==> src/rtl/rfpr_pkg.sv <==
`timescale 1ns / 1ps
// ----------------------------------------------------------------------------
// rfpr_pkg
// Shared types, codes and defaults of the refcounted frame pool ring.
// ----------------------------------------------------------------------------
package rfpr_pkg;

    localparam int DEF_MAX_ACTIVE = 16;
    localparam int DEF_MAX_BLOCKS = 32;
    localparam int DEF_REF_WIDTH  = 8;

    // width of the small arithmetic on sizes and pointers
    localparam int XW = 8;

    localparam int CFG_IDX_W = 2;
    localparam int CFG_DATA_W = 24;
    localparam logic [CFG_IDX_W-1:0] CFG_ACTIVE_CAPACITY = 2'd0;
    localparam logic [CFG_IDX_W-1:0] CFG_RESERVE_BLOCKS  = 2'd1;
    localparam logic [CFG_IDX_W-1:0] CFG_MAX_PAYLOAD     = 2'd2;

    localparam logic [4:0]  RST_ACTIVE_CAPACITY = 5'd16;
    localparam logic [4:0]  RST_RESERVE_BLOCKS  = 5'd16;
    localparam logic [23:0] RST_MAX_PAYLOAD     = 24'd1048576;

    typedef enum logic [1:0] {
        REQ_PUSH    = 2'd0,
        REQ_FREEZE  = 2'd1,
        REQ_ADD     = 2'd2,
        REQ_RELEASE = 2'd3
    } t_req;

    typedef enum logic [3:0] {
        ST_STORED     = 4'd0,
        ST_INCOMPLETE = 4'd1,
        ST_TOO_LARGE  = 4'd2,
        ST_EXHAUSTED  = 4'd3,
        ST_REF_ADDED  = 4'd4,
        ST_REF_REFUSE = 4'd5,
        ST_REL_ERROR  = 4'd6,
        ST_SNAP_ENTRY = 4'd7,
        ST_SNAP_EMPTY = 4'd8
    } t_status;

    typedef enum logic [1:0] {
        RS_CAND = 2'd0,
        RS_OLD  = 2'd1,
        RS_SLOT = 2'd2,
        RS_TGT  = 2'd3
    } t_rd_sel;

    typedef enum logic [1:0] {
        WK_NONE = 2'd0,
        WK_SET1 = 2'd1,
        WK_INC  = 2'd2,
        WK_DEC  = 2'd3
    } t_wr_kind;

    typedef struct packed {
        logic     load;
        logic     rd;
        t_rd_sel  rd_sel;
        t_wr_kind wr_kind;
        logic     scan_clr;
        logic     cand_step;
        logic     claim;
        logic     reuse;
        logic     walk_init;
        logic     walk_step;
        logic     mark;
        logic     slot_walk;
        logic     emit;
        t_status  code;
    } t_cmd;

    typedef struct packed {
        t_req req;
        logic complete;
        logic too_large;
        logic tgt_out;
        logic fill_zero;
        logic cnt_zero;
        logic cnt_one;
        logic cnt_max;
        logic scan_last;
        logic slot_valid;
        logic walk_valid;
        logic walk_last;
        logic walk_at_mark;
        logic out_free;
    } t_sts;

endpackage

==> src/rtl/refcounted_frame_pool_ring.sv <==
`timescale 1ns / 1ps
// ----------------------------------------------------------------------------
// refcounted_frame_pool_ring
// Reference counted frame block pool with a ring of active slots.
// ----------------------------------------------------------------------------
//  channel   direction  signals                      contents
//  s         in         i_s_tvalid/o_s_tready        request: push, freeze, add, release
//  m         out        o_m_tvalid/i_m_tready        status, block, position, fill
//  cfg       in         i_cfg_valid/o_cfg_ready      register index and value
//
//  one request at a time, taken only in the idle state; counts live in a ram
//  with one registered read port, so each count visit is a read state followed
//  by a check/write state. a push scans blocks for a free count and may then
//  release a displaced block; a freeze pins each slot and then emits one entry
//  per slot; add and release check and write one count.
//  reset is synchronous and clears all counts and slots.
//  a full result register holds the sequencer in its result state, so it also stalls request intake.
// ----------------------------------------------------------------------------
module refcounted_frame_pool_ring #(
    parameter int MAX_ACTIVE = rfpr_pkg::DEF_MAX_ACTIVE,
    parameter int MAX_BLOCKS = rfpr_pkg::DEF_MAX_BLOCKS,
    parameter int REF_WIDTH  = rfpr_pkg::DEF_REF_WIDTH
) (
    input  logic                            i_clk,
    input  logic                            i_rst_n,
    input  logic                            i_s_tvalid,
    output logic                            o_s_tready,
    input  logic [31:0]                     i_s_tdata,  // frame_complete, payload_length, target_block
    input  logic [1:0]                      i_s_tuser,  // req_type
    output logic                            o_m_tvalid,
    input  logic                            i_m_tready,
    output logic [15:0]                     o_m_tdata,  // result_block, chron_index, ring_fill
    output logic [3:0]                      o_m_tuser,  // status
    output logic                            o_m_tlast,
    input  logic                            i_cfg_valid,
    output logic                            o_cfg_ready,
    input  logic [rfpr_pkg::CFG_IDX_W-1:0]  i_cfg_index,
    input  logic [rfpr_pkg::CFG_DATA_W-1:0] i_cfg_data
);

    rfpr_pkg::t_cmd cmd;
    rfpr_pkg::t_sts sts;
    logic [4:0] out_blk;
    logic [3:0] out_chron;
    logic [4:0] out_fill;

    assign o_cfg_ready = 1'b1;

    rfpr_ctrl u_ctrl (
        .i_clk      (i_clk),
        .i_rst_n    (i_rst_n),
        .i_in_valid (i_s_tvalid),
        .o_in_ready (o_s_tready),
        .i_sts      (sts),
        .o_cmd      (cmd)
    );

    rfpr_dp #(
        .MAX_ACTIVE (MAX_ACTIVE),
        .MAX_BLOCKS (MAX_BLOCKS),
        .REF_WIDTH  (REF_WIDTH)
    ) u_dp (
        .i_clk        (i_clk),
        .i_rst_n      (i_rst_n),
        .i_cmd        (cmd),
        .o_sts        (sts),
        .i_cfg_valid  (i_cfg_valid),
        .i_cfg_index  (i_cfg_index),
        .i_cfg_data   (i_cfg_data),
        .i_req        (i_s_tuser),
        .i_complete   (i_s_tdata[0]),
        .i_len        (i_s_tdata[24:1]),
        .i_tgt        (i_s_tdata[29:25]),
        .o_out_valid  (o_m_tvalid),
        .i_out_ready  (i_m_tready),
        .o_out_status (o_m_tuser),
        .o_out_blk    (out_blk),
        .o_out_chron  (out_chron),
        .o_out_last   (o_m_tlast),
        .o_out_fill   (out_fill)
    );

    assign o_m_tdata = {2'b00, out_fill, out_chron, out_blk};

endmodule

==> src/rtl/rfpr_ram.sv <==
`timescale 1ns / 1ps
// ----------------------------------------------------------------------------
// rfpr_ram
// Generic single write port RAM with one registered read port.
// ----------------------------------------------------------------------------
module rfpr_ram #(
    parameter int WIDTH = 8,
    parameter int DEPTH = 32,
    localparam int AW = (DEPTH > 1) ? $clog2(DEPTH) : 1
) (
    input  logic             i_clk,
    input  logic             i_we,
    input  logic [AW-1:0]    i_waddr,
    input  logic [WIDTH-1:0] i_wdata,
    input  logic             i_re,
    input  logic [AW-1:0]    i_raddr,
    output logic [WIDTH-1:0] o_rdata
);

    logic [WIDTH-1:0] r_mem [DEPTH];
    logic [WIDTH-1:0] r_rdata;

    always_ff @(posedge i_clk) begin
        if (i_we) begin
            r_mem[i_waddr] <= i_wdata;
        end
        if (i_re) begin
            r_rdata <= r_mem[i_raddr];
        end
    end

    assign o_rdata = r_rdata;

endmodule

==> src/rtl/rfpr_dp.sv <==
`timescale 1ns / 1ps
// ----------------------------------------------------------------------------
// rfpr_dp
// Datapath: config registers, ring slot table, count memory, result register.
// ----------------------------------------------------------------------------
module rfpr_dp #(
    parameter int MAX_ACTIVE = rfpr_pkg::DEF_MAX_ACTIVE,
    parameter int MAX_BLOCKS = rfpr_pkg::DEF_MAX_BLOCKS,
    parameter int REF_WIDTH  = rfpr_pkg::DEF_REF_WIDTH
) (
    input  logic                               i_clk,
    input  logic                               i_rst_n,
    input  rfpr_pkg::t_cmd                     i_cmd,
    output rfpr_pkg::t_sts                     o_sts,
    input  logic                               i_cfg_valid,
    input  logic [rfpr_pkg::CFG_IDX_W-1:0]     i_cfg_index,
    input  logic [rfpr_pkg::CFG_DATA_W-1:0]    i_cfg_data,
    input  logic [1:0]                         i_req,
    input  logic                               i_complete,
    input  logic [23:0]                        i_len,
    input  logic [4:0]                         i_tgt,
    output logic                               o_out_valid,
    input  logic                               i_out_ready,
    output logic [3:0]                         o_out_status,
    output logic [4:0]                         o_out_blk,
    output logic [3:0]                         o_out_chron,
    output logic                               o_out_last,
    output logic [4:0]                         o_out_fill
);

    localparam int XW = rfpr_pkg::XW;
    localparam int BW = $clog2(MAX_BLOCKS);
    localparam int SW = (MAX_ACTIVE > 1) ? $clog2(MAX_ACTIVE) : 1;
    localparam int CW = $clog2(MAX_ACTIVE + 1);
    localparam int TW = $clog2(MAX_BLOCKS + 1);

    // configuration
    logic [4:0]  r_cfg_cap;
    logic [4:0]  r_cfg_res;
    logic [23:0] r_cfg_max;

    // latched request
    rfpr_pkg::t_req r_req;
    logic           r_complete;
    logic [23:0]    r_len;
    logic [4:0]     r_tgt;

    // pool state
    logic [BW-1:0] r_slot_blk [MAX_ACTIVE];
    logic          r_slot_vld [MAX_ACTIVE];
    logic          r_cnt_vld  [MAX_BLOCKS];
    logic [SW-1:0] r_next;
    logic [CW-1:0] r_fill;
    logic [BW-1:0] r_cand;

    // work registers
    logic [TW-1:0] r_scan_cnt;
    logic [BW-1:0] r_old_blk;
    logic [BW-1:0] r_res_blk;
    logic [BW-1:0] r_rd_addr;
    logic [SW-1:0] r_walk_ptr;
    logic [CW-1:0] r_walk_cnt;
    logic [CW-1:0] r_mark;

    // result register
    logic       r_out_valid;
    logic [3:0] r_out_status;
    logic [4:0] r_out_blk;
    logic [3:0] r_out_chron;
    logic       r_out_last;
    logic [4:0] r_out_fill;

    logic [XW-1:0] cap_x;
    logic [XW-1:0] sum_x;
    logic [XW-1:0] total_x;
    logic [SW-1:0] slot_idx;
    logic [BW-1:0] slot_rd_blk;
    logic          slot_rd_vld;
    logic [BW-1:0] ram_raddr;
    logic [REF_WIDTH-1:0] ram_q;
    logic [REF_WIDTH-1:0] cnt_q;
    logic [REF_WIDTH-1:0] wdata;
    logic          ram_we;
    logic [SW-1:0] next_inc;
    logic [SW-1:0] walk_inc;
    logic [BW-1:0] cand_inc;
    logic [rfpr_pkg::XW-1:0] blk_out_x;

    // effective sizes
    always_comb begin
        if (r_cfg_cap == '0) begin
            cap_x = XW'(1);
        end else if (XW'(r_cfg_cap) > XW'(MAX_ACTIVE)) begin
            cap_x = XW'(MAX_ACTIVE);
        end else begin
            cap_x = XW'(r_cfg_cap);
        end
        sum_x = cap_x + XW'(r_cfg_res);
        total_x = (sum_x > XW'(MAX_BLOCKS)) ? XW'(MAX_BLOCKS) : sum_x;
    end

    assign slot_idx    = i_cmd.slot_walk ? r_walk_ptr : r_next;
    assign slot_rd_blk = r_slot_blk[slot_idx];
    assign slot_rd_vld = r_slot_vld[slot_idx];

    assign next_inc = (XW'(r_next) + XW'(1) == cap_x) ? '0 : r_next + SW'(1);
    assign walk_inc = (XW'(r_walk_ptr) + XW'(1) == cap_x) ? '0 : r_walk_ptr + SW'(1);
    assign cand_inc = (XW'(r_cand) + XW'(1) == total_x) ? '0 : r_cand + BW'(1);

    always_comb begin
        case (i_cmd.rd_sel)
            rfpr_pkg::RS_CAND: ram_raddr = r_cand;
            rfpr_pkg::RS_OLD:  ram_raddr = r_old_blk;
            rfpr_pkg::RS_SLOT: ram_raddr = slot_rd_blk;
            rfpr_pkg::RS_TGT:  ram_raddr = BW'(XW'(r_tgt));
            default:           ram_raddr = r_cand;
        endcase
    end

    // a count never written reads as zero
    assign cnt_q = r_cnt_vld[r_rd_addr] ? ram_q : '0;

    always_comb begin
        ram_we = 1'b1;
        case (i_cmd.wr_kind)
            rfpr_pkg::WK_SET1: wdata = REF_WIDTH'(1);
            rfpr_pkg::WK_INC:  wdata = cnt_q + REF_WIDTH'(1);
            rfpr_pkg::WK_DEC:  wdata = (cnt_q == '0) ? '0 : cnt_q - REF_WIDTH'(1);
            default: begin
                wdata  = cnt_q;
                ram_we = 1'b0;
            end
        endcase
    end

    rfpr_ram #(
        .WIDTH (REF_WIDTH),
        .DEPTH (MAX_BLOCKS)
    ) u_cnt_ram (
        .i_clk   (i_clk),
        .i_we    (ram_we),
        .i_waddr (r_rd_addr),
        .i_wdata (wdata),
        .i_re    (i_cmd.rd),
        .i_raddr (ram_raddr),
        .o_rdata (ram_q)
    );

    always_ff @(posedge i_clk) begin
        if (!i_rst_n) begin
            r_cfg_cap <= rfpr_pkg::RST_ACTIVE_CAPACITY;
            r_cfg_res <= rfpr_pkg::RST_RESERVE_BLOCKS;
            r_cfg_max <= rfpr_pkg::RST_MAX_PAYLOAD;
        end else if (i_cfg_valid) begin
            case (i_cfg_index)
                rfpr_pkg::CFG_ACTIVE_CAPACITY: r_cfg_cap <= i_cfg_data[4:0];
                rfpr_pkg::CFG_RESERVE_BLOCKS:  r_cfg_res <= i_cfg_data[4:0];
                rfpr_pkg::CFG_MAX_PAYLOAD:     r_cfg_max <= i_cfg_data;
                default: ;
            endcase
        end
    end

    always_ff @(posedge i_clk) begin
        if (i_cmd.load) begin
            r_req      <= rfpr_pkg::t_req'(i_req);
            r_complete <= i_complete;
            r_len      <= i_len;
            r_tgt      <= i_tgt;
        end
        if (i_cmd.rd) begin
            r_rd_addr <= ram_raddr;
        end
        if (i_cmd.claim) begin
            r_slot_blk[r_next] <= r_cand;
            r_old_blk          <= slot_rd_blk;
            r_res_blk          <= r_cand;
        end
        if (i_cmd.reuse) begin
            r_res_blk <= slot_rd_blk;
        end
        if (i_cmd.scan_clr) begin
            r_scan_cnt <= '0;
        end else if (i_cmd.cand_step) begin
            r_scan_cnt <= r_scan_cnt + TW'(1);
        end
        if (i_cmd.walk_init) begin
            r_walk_ptr <= (XW'(r_fill) == cap_x) ? r_next : '0;
            r_walk_cnt <= '0;
        end else if (i_cmd.walk_step) begin
            r_walk_ptr <= walk_inc;
            r_walk_cnt <= r_walk_cnt + CW'(1);
        end
        if (i_cmd.mark) begin
            r_mark <= r_walk_cnt;
        end
    end

    always_ff @(posedge i_clk) begin
        if (!i_rst_n) begin
            for (int i = 0; i < MAX_ACTIVE; i++) begin
                r_slot_vld[i] <= 1'b0;
            end
            for (int i = 0; i < MAX_BLOCKS; i++) begin
                r_cnt_vld[i] <= 1'b0;
            end
            r_next <= '0;
            r_fill <= '0;
            r_cand <= '0;
        end else begin
            if (ram_we) begin
                r_cnt_vld[r_rd_addr] <= 1'b1;
            end
            if (i_cmd.load) begin
                // pointers left over from a larger configuration
                if (XW'(r_next) >= cap_x) begin
                    r_next <= '0;
                end
                if (XW'(r_fill) > cap_x) begin
                    r_fill <= CW'(cap_x);
                end
                if (XW'(r_cand) >= total_x) begin
                    r_cand <= '0;
                end
            end
            if (i_cmd.cand_step) begin
                r_cand <= cand_inc;
            end
            if (i_cmd.claim) begin
                r_slot_vld[r_next] <= 1'b1;
                r_cand <= cand_inc;
                r_next <= next_inc;
                if (XW'(r_fill) < cap_x) begin
                    r_fill <= r_fill + CW'(1);
                end
            end
            if (i_cmd.reuse) begin
                r_next <= next_inc;
            end
        end
    end

    assign blk_out_x = (i_cmd.code == rfpr_pkg::ST_STORED) ? XW'(r_res_blk) :
                       (i_cmd.code == rfpr_pkg::ST_SNAP_ENTRY) ? XW'(slot_rd_blk) : '0;

    always_ff @(posedge i_clk) begin
        if (!i_rst_n) begin
            r_out_valid <= 1'b0;
        end else if (i_cmd.emit) begin
            r_out_valid <= 1'b1;
        end else if (i_out_ready) begin
            r_out_valid <= 1'b0;
        end
    end

    always_ff @(posedge i_clk) begin
        if (i_cmd.emit) begin
            r_out_status <= i_cmd.code;
            r_out_blk    <= blk_out_x[4:0];
            r_out_fill   <= 5'(XW'(r_fill));
            if (i_cmd.code == rfpr_pkg::ST_SNAP_ENTRY) begin
                r_out_chron <= 4'(XW'(r_walk_cnt));
                r_out_last  <= (r_walk_cnt + CW'(1) == r_fill);
            end else begin
                r_out_chron <= '0;
                r_out_last  <= 1'b1;
            end
        end
    end

    assign o_out_valid  = r_out_valid;
    assign o_out_status = r_out_status;
    assign o_out_blk    = r_out_blk;
    assign o_out_chron  = r_out_chron;
    assign o_out_last   = r_out_last;
    assign o_out_fill   = r_out_fill;

    always_comb begin
        o_sts.req          = r_req;
        o_sts.complete     = r_complete;
        o_sts.too_large    = r_len > r_cfg_max;
        o_sts.tgt_out      = XW'(r_tgt) >= total_x;
        o_sts.fill_zero    = r_fill == '0;
        o_sts.cnt_zero     = cnt_q == '0;
        o_sts.cnt_one      = cnt_q == REF_WIDTH'(1);
        o_sts.cnt_max      = cnt_q == '1;
        o_sts.scan_last    = XW'(r_scan_cnt) + XW'(1) == total_x;
        o_sts.slot_valid   = slot_rd_vld;
        o_sts.walk_valid   = slot_rd_vld && (XW'(slot_rd_blk) < total_x);
        o_sts.walk_last    = r_walk_cnt + CW'(1) == r_fill;
        o_sts.walk_at_mark = r_walk_cnt == r_mark;
        o_sts.out_free     = !r_out_valid || i_out_ready;
    end

endmodule

==> src/rtl/rfpr_ctrl.sv <==
`timescale 1ns / 1ps
// ----------------------------------------------------------------------------
// rfpr_ctrl
// Request sequencer: steps the datapath through scans, pins and results.
// ----------------------------------------------------------------------------
module rfpr_ctrl (
    input  logic           i_clk,
    input  logic           i_rst_n,
    input  logic           i_in_valid,
    output logic           o_in_ready,
    input  rfpr_pkg::t_sts i_sts,
    output rfpr_pkg::t_cmd o_cmd
);

    typedef enum logic [14:0] {
        S_IDLE      = 15'b000000000000001,
        S_DISPATCH  = 15'b000000000000010,
        S_SCAN_RD   = 15'b000000000000100,
        S_SCAN_CK   = 15'b000000000001000,
        S_OLD_RD    = 15'b000000000010000,
        S_OLD_WR    = 15'b000000000100000,
        S_REUSE_CK  = 15'b000000001000000,
        S_PIN_RD    = 15'b000000010000000,
        S_PIN_CK    = 15'b000000100000000,
        S_UNDO_CHK  = 15'b000001000000000,
        S_UNDO_WR   = 15'b000010000000000,
        S_OUT_ENTRY = 15'b000100000000000,
        S_EMIT      = 15'b001000000000000,
        S_ADD_CK    = 15'b010000000000000,
        S_REL_CK    = 15'b100000000000000
    } t_state;

    t_state            r_state, n_state;
    rfpr_pkg::t_status r_code, n_code;

    always_ff @(posedge i_clk) begin
        if (!i_rst_n) begin
            r_state <= S_IDLE;
            r_code  <= rfpr_pkg::ST_STORED;
        end else begin
            r_state <= n_state;
            r_code  <= n_code;
        end
    end

    assign o_in_ready = (r_state == S_IDLE);

    always_comb begin
        n_state = r_state;
        n_code  = r_code;
        o_cmd   = '0;
        o_cmd.rd_sel  = rfpr_pkg::RS_CAND;
        o_cmd.wr_kind = rfpr_pkg::WK_NONE;
        o_cmd.code    = r_code;
        o_cmd.slot_walk = (r_state == S_PIN_RD) || (r_state == S_PIN_CK) ||
                          (r_state == S_UNDO_CHK) || (r_state == S_UNDO_WR) ||
                          (r_state == S_OUT_ENTRY);
        case (r_state)
            S_IDLE: begin
                if (i_in_valid) begin
                    o_cmd.load = 1'b1;
                    n_state = S_DISPATCH;
                end
            end
            S_DISPATCH: begin
                case (i_sts.req)
                    rfpr_pkg::REQ_PUSH: begin
                        if (!i_sts.complete) begin
                            n_code  = rfpr_pkg::ST_INCOMPLETE;
                            n_state = S_EMIT;
                        end else if (i_sts.too_large) begin
                            n_code  = rfpr_pkg::ST_TOO_LARGE;
                            n_state = S_EMIT;
                        end else begin
                            o_cmd.rd       = 1'b1;
                            o_cmd.rd_sel   = rfpr_pkg::RS_CAND;
                            o_cmd.scan_clr = 1'b1;
                            n_state = S_SCAN_CK;
                        end
                    end
                    rfpr_pkg::REQ_FREEZE: begin
                        if (i_sts.fill_zero) begin
                            n_code  = rfpr_pkg::ST_SNAP_EMPTY;
                            n_state = S_EMIT;
                        end else begin
                            o_cmd.walk_init = 1'b1;
                            n_state = S_PIN_RD;
                        end
                    end
                    rfpr_pkg::REQ_ADD: begin
                        if (i_sts.tgt_out) begin
                            n_code  = rfpr_pkg::ST_REF_REFUSE;
                            n_state = S_EMIT;
                        end else begin
                            o_cmd.rd     = 1'b1;
                            o_cmd.rd_sel = rfpr_pkg::RS_TGT;
                            n_state = S_ADD_CK;
                        end
                    end
                    default: begin
                        if (i_sts.tgt_out) begin
                            n_code  = rfpr_pkg::ST_REL_ERROR;
                            n_state = S_EMIT;
                        end else begin
                            o_cmd.rd     = 1'b1;
                            o_cmd.rd_sel = rfpr_pkg::RS_TGT;
                            n_state = S_REL_CK;
                        end
                    end
                endcase
            end
            S_SCAN_RD: begin
                o_cmd.rd     = 1'b1;
                o_cmd.rd_sel = rfpr_pkg::RS_CAND;
                n_state = S_SCAN_CK;
            end
            S_SCAN_CK: begin
                if (i_sts.cnt_zero) begin
                    o_cmd.wr_kind = rfpr_pkg::WK_SET1;
                    o_cmd.claim   = 1'b1;
                    n_code = rfpr_pkg::ST_STORED;
                    // the displaced block loses the ring's reference
                    n_state = i_sts.slot_valid ? S_OLD_RD : S_EMIT;
                end else if (i_sts.scan_last) begin
                    // one more step brings the candidate back to the scan start
                    o_cmd.cand_step = 1'b1;
                    if (!i_sts.slot_valid) begin
                        n_code  = rfpr_pkg::ST_EXHAUSTED;
                        n_state = S_EMIT;
                    end else begin
                        o_cmd.rd     = 1'b1;
                        o_cmd.rd_sel = rfpr_pkg::RS_SLOT;
                        n_state = S_REUSE_CK;
                    end
                end else begin
                    o_cmd.cand_step = 1'b1;
                    n_state = S_SCAN_RD;
                end
            end
            S_OLD_RD: begin
                o_cmd.rd     = 1'b1;
                o_cmd.rd_sel = rfpr_pkg::RS_OLD;
                n_state = S_OLD_WR;
            end
            S_OLD_WR: begin
                o_cmd.wr_kind = rfpr_pkg::WK_DEC;
                n_state = S_EMIT;
            end
            S_REUSE_CK: begin
                if (i_sts.cnt_one) begin
                    o_cmd.reuse = 1'b1;
                    n_code = rfpr_pkg::ST_STORED;
                end else begin
                    n_code = rfpr_pkg::ST_EXHAUSTED;
                end
                n_state = S_EMIT;
            end
            S_PIN_RD: begin
                if (!i_sts.walk_valid) begin
                    o_cmd.mark      = 1'b1;
                    o_cmd.walk_init = 1'b1;
                    n_state = S_UNDO_CHK;
                end else begin
                    o_cmd.rd     = 1'b1;
                    o_cmd.rd_sel = rfpr_pkg::RS_SLOT;
                    n_state = S_PIN_CK;
                end
            end
            S_PIN_CK: begin
                if (i_sts.cnt_zero || i_sts.cnt_max) begin
                    o_cmd.mark      = 1'b1;
                    o_cmd.walk_init = 1'b1;
                    n_state = S_UNDO_CHK;
                end else begin
                    o_cmd.wr_kind = rfpr_pkg::WK_INC;
                    if (i_sts.walk_last) begin
                        o_cmd.walk_init = 1'b1;
                        n_state = S_OUT_ENTRY;
                    end else begin
                        o_cmd.walk_step = 1'b1;
                        n_state = S_PIN_RD;
                    end
                end
            end
            S_UNDO_CHK: begin
                if (i_sts.walk_at_mark) begin
                    n_code  = rfpr_pkg::ST_SNAP_EMPTY;
                    n_state = S_EMIT;
                end else begin
                    o_cmd.rd     = 1'b1;
                    o_cmd.rd_sel = rfpr_pkg::RS_SLOT;
                    n_state = S_UNDO_WR;
                end
            end
            S_UNDO_WR: begin
                o_cmd.wr_kind   = rfpr_pkg::WK_DEC;
                o_cmd.walk_step = 1'b1;
                n_state = S_UNDO_CHK;
            end
            S_OUT_ENTRY: begin
                o_cmd.code = rfpr_pkg::ST_SNAP_ENTRY;
                if (i_sts.out_free) begin
                    o_cmd.emit = 1'b1;
                    if (i_sts.walk_last) begin
                        n_state = S_IDLE;
                    end else begin
                        o_cmd.walk_step = 1'b1;
                    end
                end
            end
            S_EMIT: begin
                if (i_sts.out_free) begin
                    o_cmd.emit = 1'b1;
                    n_state = S_IDLE;
                end
            end
            S_ADD_CK: begin
                if (i_sts.cnt_zero || i_sts.cnt_max) begin
                    n_code = rfpr_pkg::ST_REF_REFUSE;
                end else begin
                    o_cmd.wr_kind = rfpr_pkg::WK_INC;
                    n_code = rfpr_pkg::ST_REF_ADDED;
                end
                n_state = S_EMIT;
            end
            S_REL_CK: begin
                if (i_sts.cnt_zero) begin
                    n_code  = rfpr_pkg::ST_REL_ERROR;
                    n_state = S_EMIT;
                end else begin
                    // a good release gives no result
                    o_cmd.wr_kind = rfpr_pkg::WK_DEC;
                    n_state = S_IDLE;
                end
            end
            default: begin
                n_state = S_IDLE;
            end
        endcase
    end

endmodule

==> config.mk <==
export PLATFORM = sky130hd
export DESIGN_NAME = refcounted_frame_pool_ring
export DESIGN_NICKNAME = d
export VERILOG_FILES = /design/src/rtl/rfpr_pkg.sv /design/src/rtl/refcounted_frame_pool_ring.sv /design/src/rtl/rfpr_ram.sv /design/src/rtl/rfpr_dp.sv /design/src/rtl/rfpr_ctrl.sv
export SDC_FILE = /design/constraint.sdc
export NUM_CORES = 1
export LEC_CHECK = 0
export BUFFER_PORTS_ARGS = -buffer_cell sky130_fd_sc_hd__buf_2
export CAP_MARGIN = 0
export CORE_UTILIZATION = 53
export CTS_BUF_LIST = sky130_fd_sc_hd__clkbuf_2
export DETAILED_ROUTE_END_ITERATION = 10
export GPL_ROUTABILITY_DRIVEN = 0
export PLACE_DENSITY = 0.7
export SLEW_MARGIN = 20
export SYNTH_ARGS = -nofsm -noshare
export SYNTH_HDL_FRONTEND = slang
export SYNTH_SLANG_ARGS = --single-unit
==> constraint.sdc <==
create_clock -name i_clk -period 7 [get_ports i_clk]
set_clock_uncertainty 0.15 [all_clocks]
set_input_delay 2.1 -clock i_clk [delete_from_list [all_inputs] [get_ports i_clk]]
set_output_delay 2.1 -clock i_clk [all_outputs]
set_load 0.005 [all_outputs]
==> results of run 1 <==
-- power breakdown --
| part | switching [µW] | total (µW) | leakage (µW) | internal [µW] |
|---|---|---|---|---|
| clock | 1290 | 2230 | 0.000986 | 939 |
| sequential | 26.0 | 3530 | 0.00542 | 3510 |
| combinational | 144 | 238 | 0.00491 | 93.3 |
-- worst min-delay path, cell delays in order (launching register included) --
cell and delay (ns):
dfxtp_1 0.31, nand2_1 0.05, a21oi_1 0.05
-- cells in the mapped netlist, types with 17 or more instances --
cell,count
edfxtp_1,419
mux2i_1,150
nand4_1,24
a21oi_1,80
inv_1,62
o21a_1,36
o21ai_0,55
dfxtp_1,132
xor2_1,20
a21o_1,18
clkbuf_1,65
xnor2_1,27
ha_1,65
nand2b_1,17
nor3_1,61
nand2_1,248
buf_2,27
nor2_1,211
mux2_2,30
nand3_1,60
-- worst max-delay path by stage --
| stage | start | cells after the start | slack, ns | endpoint |
|---|---|---|---|---|
| 2_1_floorplan | u_ctrl.r_state[1] | 23 | 1.29 | u_dp.u_cnt_ram.o_rdata[0] |
| 5_1_grt | u_ctrl.r_state[10] | 22 | 0.03 | u_dp.u_cnt_ram.o_rdata[5] |
| 4_1_cts | u_ctrl.r_state[5] | 18 | 0.32 | u_dp.u_cnt_ram.o_rdata[5] |
| 6_report | u_ctrl.r_state[10] | 19 | 0.47 | u_dp.u_cnt_ram.o_rdata[5] |
| 3_3_place_gp | u_ctrl.r_state[5] | 18 | 0.58 | u_dp.u_cnt_ram.o_rdata[1] |
| 3_5_place_dp | u_ctrl.r_state[5] | 18 | 0.36 | u_dp.u_cnt_ram.o_rdata[5] |
-- cells by family (layout without fill, tap and decap cells) --
family	Yosys count	count (layout)
AOI/OAI and AO/OA	361	361
xor gates and xnor gates	47	47
adders and majority gates	66	66
buffers and inverters	176	480
DFF	551	551
muxes	192	192
other	2	6
and+or+nand+nor	753	753
-- routing by layer --
layer | vias to the layer above | track usage (%)
li1 | 8455 | -
met1 | 8707 | 33.2
met2 | 679 | 41.5
met3 | 116 | 5.02
met4 | 2 | 11.8
met5 | - | 0
-- metrics by stage --
stage / cells / util (%) / setup WS [ns]
floorplan: 2149 / - / 1.29
global placement: 2813 / 57.2 / 0.583
detailed placement: 2813 / 57.2 / 0.363
CTS: 3059 / 60.0 / 0.324
global route: 3063 / 60.1 / 0.0282
finish: 3063 / 60.1 / 0.475
-- state kept, by name, indices dropped and copies added (netlist names), 6 cells and up, named ones only --
signal and cells:
u_dp.r_slot_vld 16, u_dp.u_cnt_ram.r_mem 256, u_dp.r_cnt_vld 32, u_dp.u_cnt_ram.o_rdata 8
u_dp.r_scan_cnt 6, u_dp.r_len 24, u_ctrl.r_state 15, u_dp.r_slot_blk 80
u_dp.r_cfg_max 24
-- layout make-up --
class	instances	area (µm²)
Clock buffer	205	1030
Sequential cell	551	15200
Inverter	66	248
Tap cell	607	759
Clock inverter	41	304
Antenna cell	3	7.51
Multi-Input combinational cell	1422	9550
Fill cell	3761	18700
Timing Repair Buffer	168	1090
-- cells in the final DEF, fill, tap and decap left out, drive strengths merged, types with 24 or more instances in the layout --
| cell | synthesis | routed |
|---|---|---|
| nand4 | 24 | 24 |
| nor3 | 61 | 61 |
| buf | 45 | 168 |
| nand2 | 249 | 249 |
| o21ai | 58 | 58 |
| dfxtp | 132 | 132 |
| xnor2 | 27 | 27 |
| ha | 65 | 65 |
| a21oi | 80 | 80 |
| inv | 66 | 68 |
| clkbuf | 65 | 205 |
| o21a | 36 | 36 |
| nand3 | 60 | 60 |
| mux2i | 152 | 152 |
| clkinv | 0 | 31 |
| edfxtp | 419 | 419 |
| mux2 | 31 | 31 |
| nor2 | 213 | 213 |
==> results.cfg, run 1 <==
[clocking]
postCtsSetupBuffers = 0
clk_latency_ns = 1.33
path_clk_slew_ns = 0.10
cts-root-buf = clkbuf_2
cts_htree_levels = 4
cts_tree = built
clockBufferDepth = 3
cts_buffers = 138
cts_resized = 0
ctsHoldBuffers = 0
clock_sink_count = 551

[floorplanning]
initial_core_util_pct = 54.3
num_rows = 79
die_w_um = 221
die_y_um = 221
io_pins = 89
core_region_area_um2 = 47000
die_area_um2 = 49000

[global_route]
grt_pass1_vias = 17600
grt-ovfl-total = 0
grt_antenna_before_repair = 3
grt_max_degree = 60
grt_pass1_wl_mm = 96.6
grt_use_total_pct = 25.6

[timing]
relSlewSlack_pct = 28.0
fin_crit_sh_pct = 93.2
finalHoldViolations = 0
rsz0062_at_grt = false
fin_crit_ns = 6.53
setup-violations-final = 0
fin_hold_ws_ns = 0.312
fmax_mhz = 153
report.final.slew_viol_count = 0
tightest_slew_ns = 1.07
fin_tns_setup_ns = 0

[yosys]
synthArstFlopShare_pct = 0
synth_fa_ha_area_share_pct = 3.27
synth_warnings = 0
ys_types = 93
synthCells = 2148
synth_ff_type = edfxtp_1
ys_ff_latch = 551
synthTopCellsByArea = edfxtp_1 (49%), dfxtp_1 (10%), mux2i_1 (5.9%)
yosys.area.top_type_share_pct = 49.4
ys_seq_area_share_pct = 59.7
synth_edf_count = 419
synth_area_per_cell_um2 = 11.9
synth_top_family_by_area = simple AND/OR/NAND/NOR gates
yosys.area.top_type = edfxtp_1
yosys.area_share.xor_xnor_pct = 1.62
synth-simple-area-share_pct = 13.9
synth-compound-area-share_pct = 10.2
synth.area.mux_share_pct = 8.18
synthesis.area_um2 = 25500

[run_status]
status = complete, no violations

[job]
maxCapViolCount = 0

[detailed_routing]
top_layer_used = met5
route.layer.met1.wl_mm = 26.3
avgViaCountPerCell = 5.86
drt_iter0_drc = 1503
routed_wl_mm = 62.1
wl_per_cell_um = 20.3
drc = 0
wl_met2_mm = 29.9
wl_met3_mm = 4.16
ant_nets = 0
detail_route.first_pass.iterations = 6
vias = 18000

[pwr]
powerDensity_nw_per_um2 = 213
power_uw = 6000
peakVddDrop_uv = 139
p_leak_uw = 0.0113

[critical_path]
critPathLaunchType = flop
end_kind = flop
worstPathMaxFanout = 21
cpPeakStageDelay_ns = 0.63
r2r_start = u_ctrl.r_state[10]
critPathSlowestCell = a2111oi_0
critPathRequiredTime_ns = 7.89
ff2ff_path_depth = 19
path_cells = nor2_1, a221oi_2, mux2_2, nand2_1, buf_4, mux2_2, mux2i_1, mux2_2, ha_1, a2111oi_0, o2111a_2, a2bb2oi_4, and3_4, a211oi_4, inv_2, a2111oi_1, a311oi_1, a22oi_1, nand4_1
critPathMostFrequentCell = mux2_2
path_class = reg -> reg
critPathTopFamily = compound AO/OA/AOI/OAI gates
arrival_ns = 7.41
path_buf_inv = 2
rr_endpoint = u_dp.u_cnt_ram.o_rdata[5]
reg2reg_slack_ns = 0.47

[hold_path]
holdPathStages = 2
min_from = u_dp.r_cfg_max[6]
min_to = u_dp.r_cfg_max[6]
holdCritPathClass = reg -> reg

[place]
port_buffers = 83
hpwlAfterDp_mm = 42.2
placed_area_um2 = 26800

[layout]
syn2layout_area_growth_pct = 10.7
final_area_um2 = 28200
drive_gt1_share_pct = 20.0
nNetsFinal = 2478
No activity file was read; power rests on OpenSTA's default activity.
==> run 2, diff against run 1 <==
--- a/config.mk
+++ b/config.mk
@@ -12,6 +12,7 @@
 export DETAILED_ROUTE_END_ITERATION = 10
 export GPL_ROUTABILITY_DRIVEN = 0
 export PLACE_DENSITY = 0.7
+export REMOVE_ABC_BUFFERS = 1
 export SLEW_MARGIN = 20
 export SYNTH_ARGS = -nofsm -noshare
 export SYNTH_HDL_FRONTEND = slang
==> run 2 against run 1 <==
  * Clock power is essentially flat
  * Maximum frequency decreased by 0.80%
  * Critical path depth shrank 1
  * Cell count down 0.16%
  * Sequential power barely moved
  * Flip-flop and latch count unchanged
  * Non-clock buffer count fell by 9
==> results.cfg, run 2 (synthesized netlist as in run 1, its figures left out) <==
[layout]
mostFrequentLayoutCells = edfxtp_1 (419), nand2_1 (248), nor2_1 (211)
final_area_um2 = 28200
multi_input_area_um2 = 9600
layout.cells.non_filler = 3058
nNetsFinal = 2471
final_common_cell = edfxtp_1
largest-register = u_dp.u_cnt_ram.r_mem
syn2layout_area_growth_pct = 10.6
regArea_um2 = 15200
fillers = 3817
reg.largest.list = u_dp.u_cnt_ram.r_mem x256, u_dp.r_slot_blk x80, u_dp.r_cnt_vld x32
drive_gt1_share_pct = 19.7
largest_register_ff_count = 256

[critical_path]
arrival_ns = 7.44
worstPathMaxFanout = 21
end_kind = flop
path_class = reg -> reg
crit_path_start = u_ctrl.r_state[2]
critPathLaunchType = flop
ff2ff_path_depth = 18
r2r_start = u_ctrl.r_state[2]
reg2reg_slack_ns = 0.42
critPathRequiredTime_ns = 7.87
rr_endpoint = u_dp.u_cnt_ram.o_rdata[7]

[clocking]
cts_resized = 0
ctsHoldBuffers = 0
clock_sink_count = 551
clk_latency_ns = 1.32
cts_tree = built
clockBufferDepth = 3
path_clk_slew_ns = 0.12
cts_buffers = 140
cts_htree_levels = 4
postCtsSetupBuffers = 0
cts-root-buf = clkbuf_2

[global_route]
grt_antenna_before_repair = 1
grt_use_total_pct = 25.9
grt-ovfl-total = 0
grt_max_degree = 71
grt_pass1_wl_mm = 97.9
grt_pass1_vias = 17900

[detailed_routing]
detail_route.first_pass.iterations = 6
avgViaCountPerCell = 5.92
routed_wl_mm = 62.2
drt_iter0_drc = 1716
wl_per_cell_um = 20.3
vias = 18100
drc = 0
ant_nets = 0

[hold_path]
holdPathStages = 2
min_to = u_dp.r_cfg_max[19]
min_from = u_dp.r_cfg_max[19]
holdCritPathClass = reg -> reg

[run_status]
status = complete, no violations

[floorplanning]
die_y_um = 221
die_area_um2 = 49000
initial_core_util_pct = 54.3
num_rows = 79
core_region_area_um2 = 47000
die_w_um = 221
io_pins = 89

[timing]
setup-violations-final = 0
finalHoldViolations = 0
setup_ws_ns = 0.422
fmax_mhz = 152
relSlewSlack_pct = 28.0
report.final.slew_viol_count = 0
fin_crit_ns = 6.58
tightest_slew_ns = 1.07
fin_crit_sh_pct = 94.0
fin_hold_ws_ns = 0.309
rsz0062_at_grt = false

[place]
hpwlAfterDp_mm = 41.6
placed_area_um2 = 26800
place_ws_ns = 0.124
dp_cells = 2805
port_buffers = 83

[pwr]
p_leak_uw = 0.0112
powerDensity_nw_per_um2 = 212
power_uw = 5980
peakVddDrop_uv = 159

[job]
maxCapViolCount = 0
-- run 2: changes by cell type in the layout (fill, tap and decap cells not counted), moves of 2 or more --
cell       delta
dfxtp_1       -2
buf_4        -10
bufinv_16     -2
a2111oi_2     +2
diode_2       -2
clkinv_1     +12
inv_6         +2
clkbuf_2      -7
dfxtp_2       +2
-- run 2: worst max-delay path by stage --
stage,to,slack (ns),cells after the start
after floorplan,u_dp.u_cnt_ram.o_rdata[0],-3.41,16
after global placement,u_dp.u_cnt_ram.o_rdata[7],0.31,21
after detailed placement,u_dp.u_cnt_ram.o_rdata[7],0.12,22
after CTS,u_dp.u_cnt_ram.o_rdata[7],0.11,22
after global routing,u_dp.u_cnt_ram.o_rdata[4],0.02,25
final,u_dp.u_cnt_ram.o_rdata[7],0.42,18
-- run 2: worst max-delay path, stage by stage (launching register included) --
cell and delay, ns:
dfxtp_1 0.42, or4_4 0.57, o41ai_4 0.51, mux2_4 0.50, mux2i_1 0.16, mux2_2 0.30
mux2i_1 0.14, mux2_2 0.31, ha_1 0.29, a2111oi_1 0.55, o2111a_2 0.32, a2bb2oi_4 0.09
and3_4 0.24, a211oi_4 0.28, inv_2 0.24, a2111oi_1 0.46, a311oi_1 0.13, o21ai_0 0.41
nand4_1 0.18
-- run 2: metrics by stage --
stage | TNS, ns | utilization (%)
floorplan | -32.66 | -
global placement | 0 | 57.1
detailed placement | 0 | 57.1
CTS | 0 | 59.9
global route | 0 | 60.0
finish | 0 | 60.0
-- run 2: area by class of cell --
type / count / area share (%)
sequential: 551 / 54.0
multi-input combinational: 1422 / 34.1
timing repair buffer: 159 / 3.68
clock buffer: 198 / 3.52
tap: 607 / 2.70
clock inverter: 54 / 1.11
inverter: 66 / 0.879
antenna: 1 / 0.00888
-- run 2: where the power goes --
group	switching, µW	internal, µW	leakage (µW)
logic	151	94.9	0.00487
clock network	1340	857	0.000956
registers	24.7	3510	0.00542
-- run 2: layer usage --
layer	global-route usage, %	share of wire [%]	up-vias
met3	4.99	6.9	142
met1	33.1	41	8761
met2	41.8	48	751
met5	0	0	-
li1	-	-	8435
met4	13.9	3.8	0
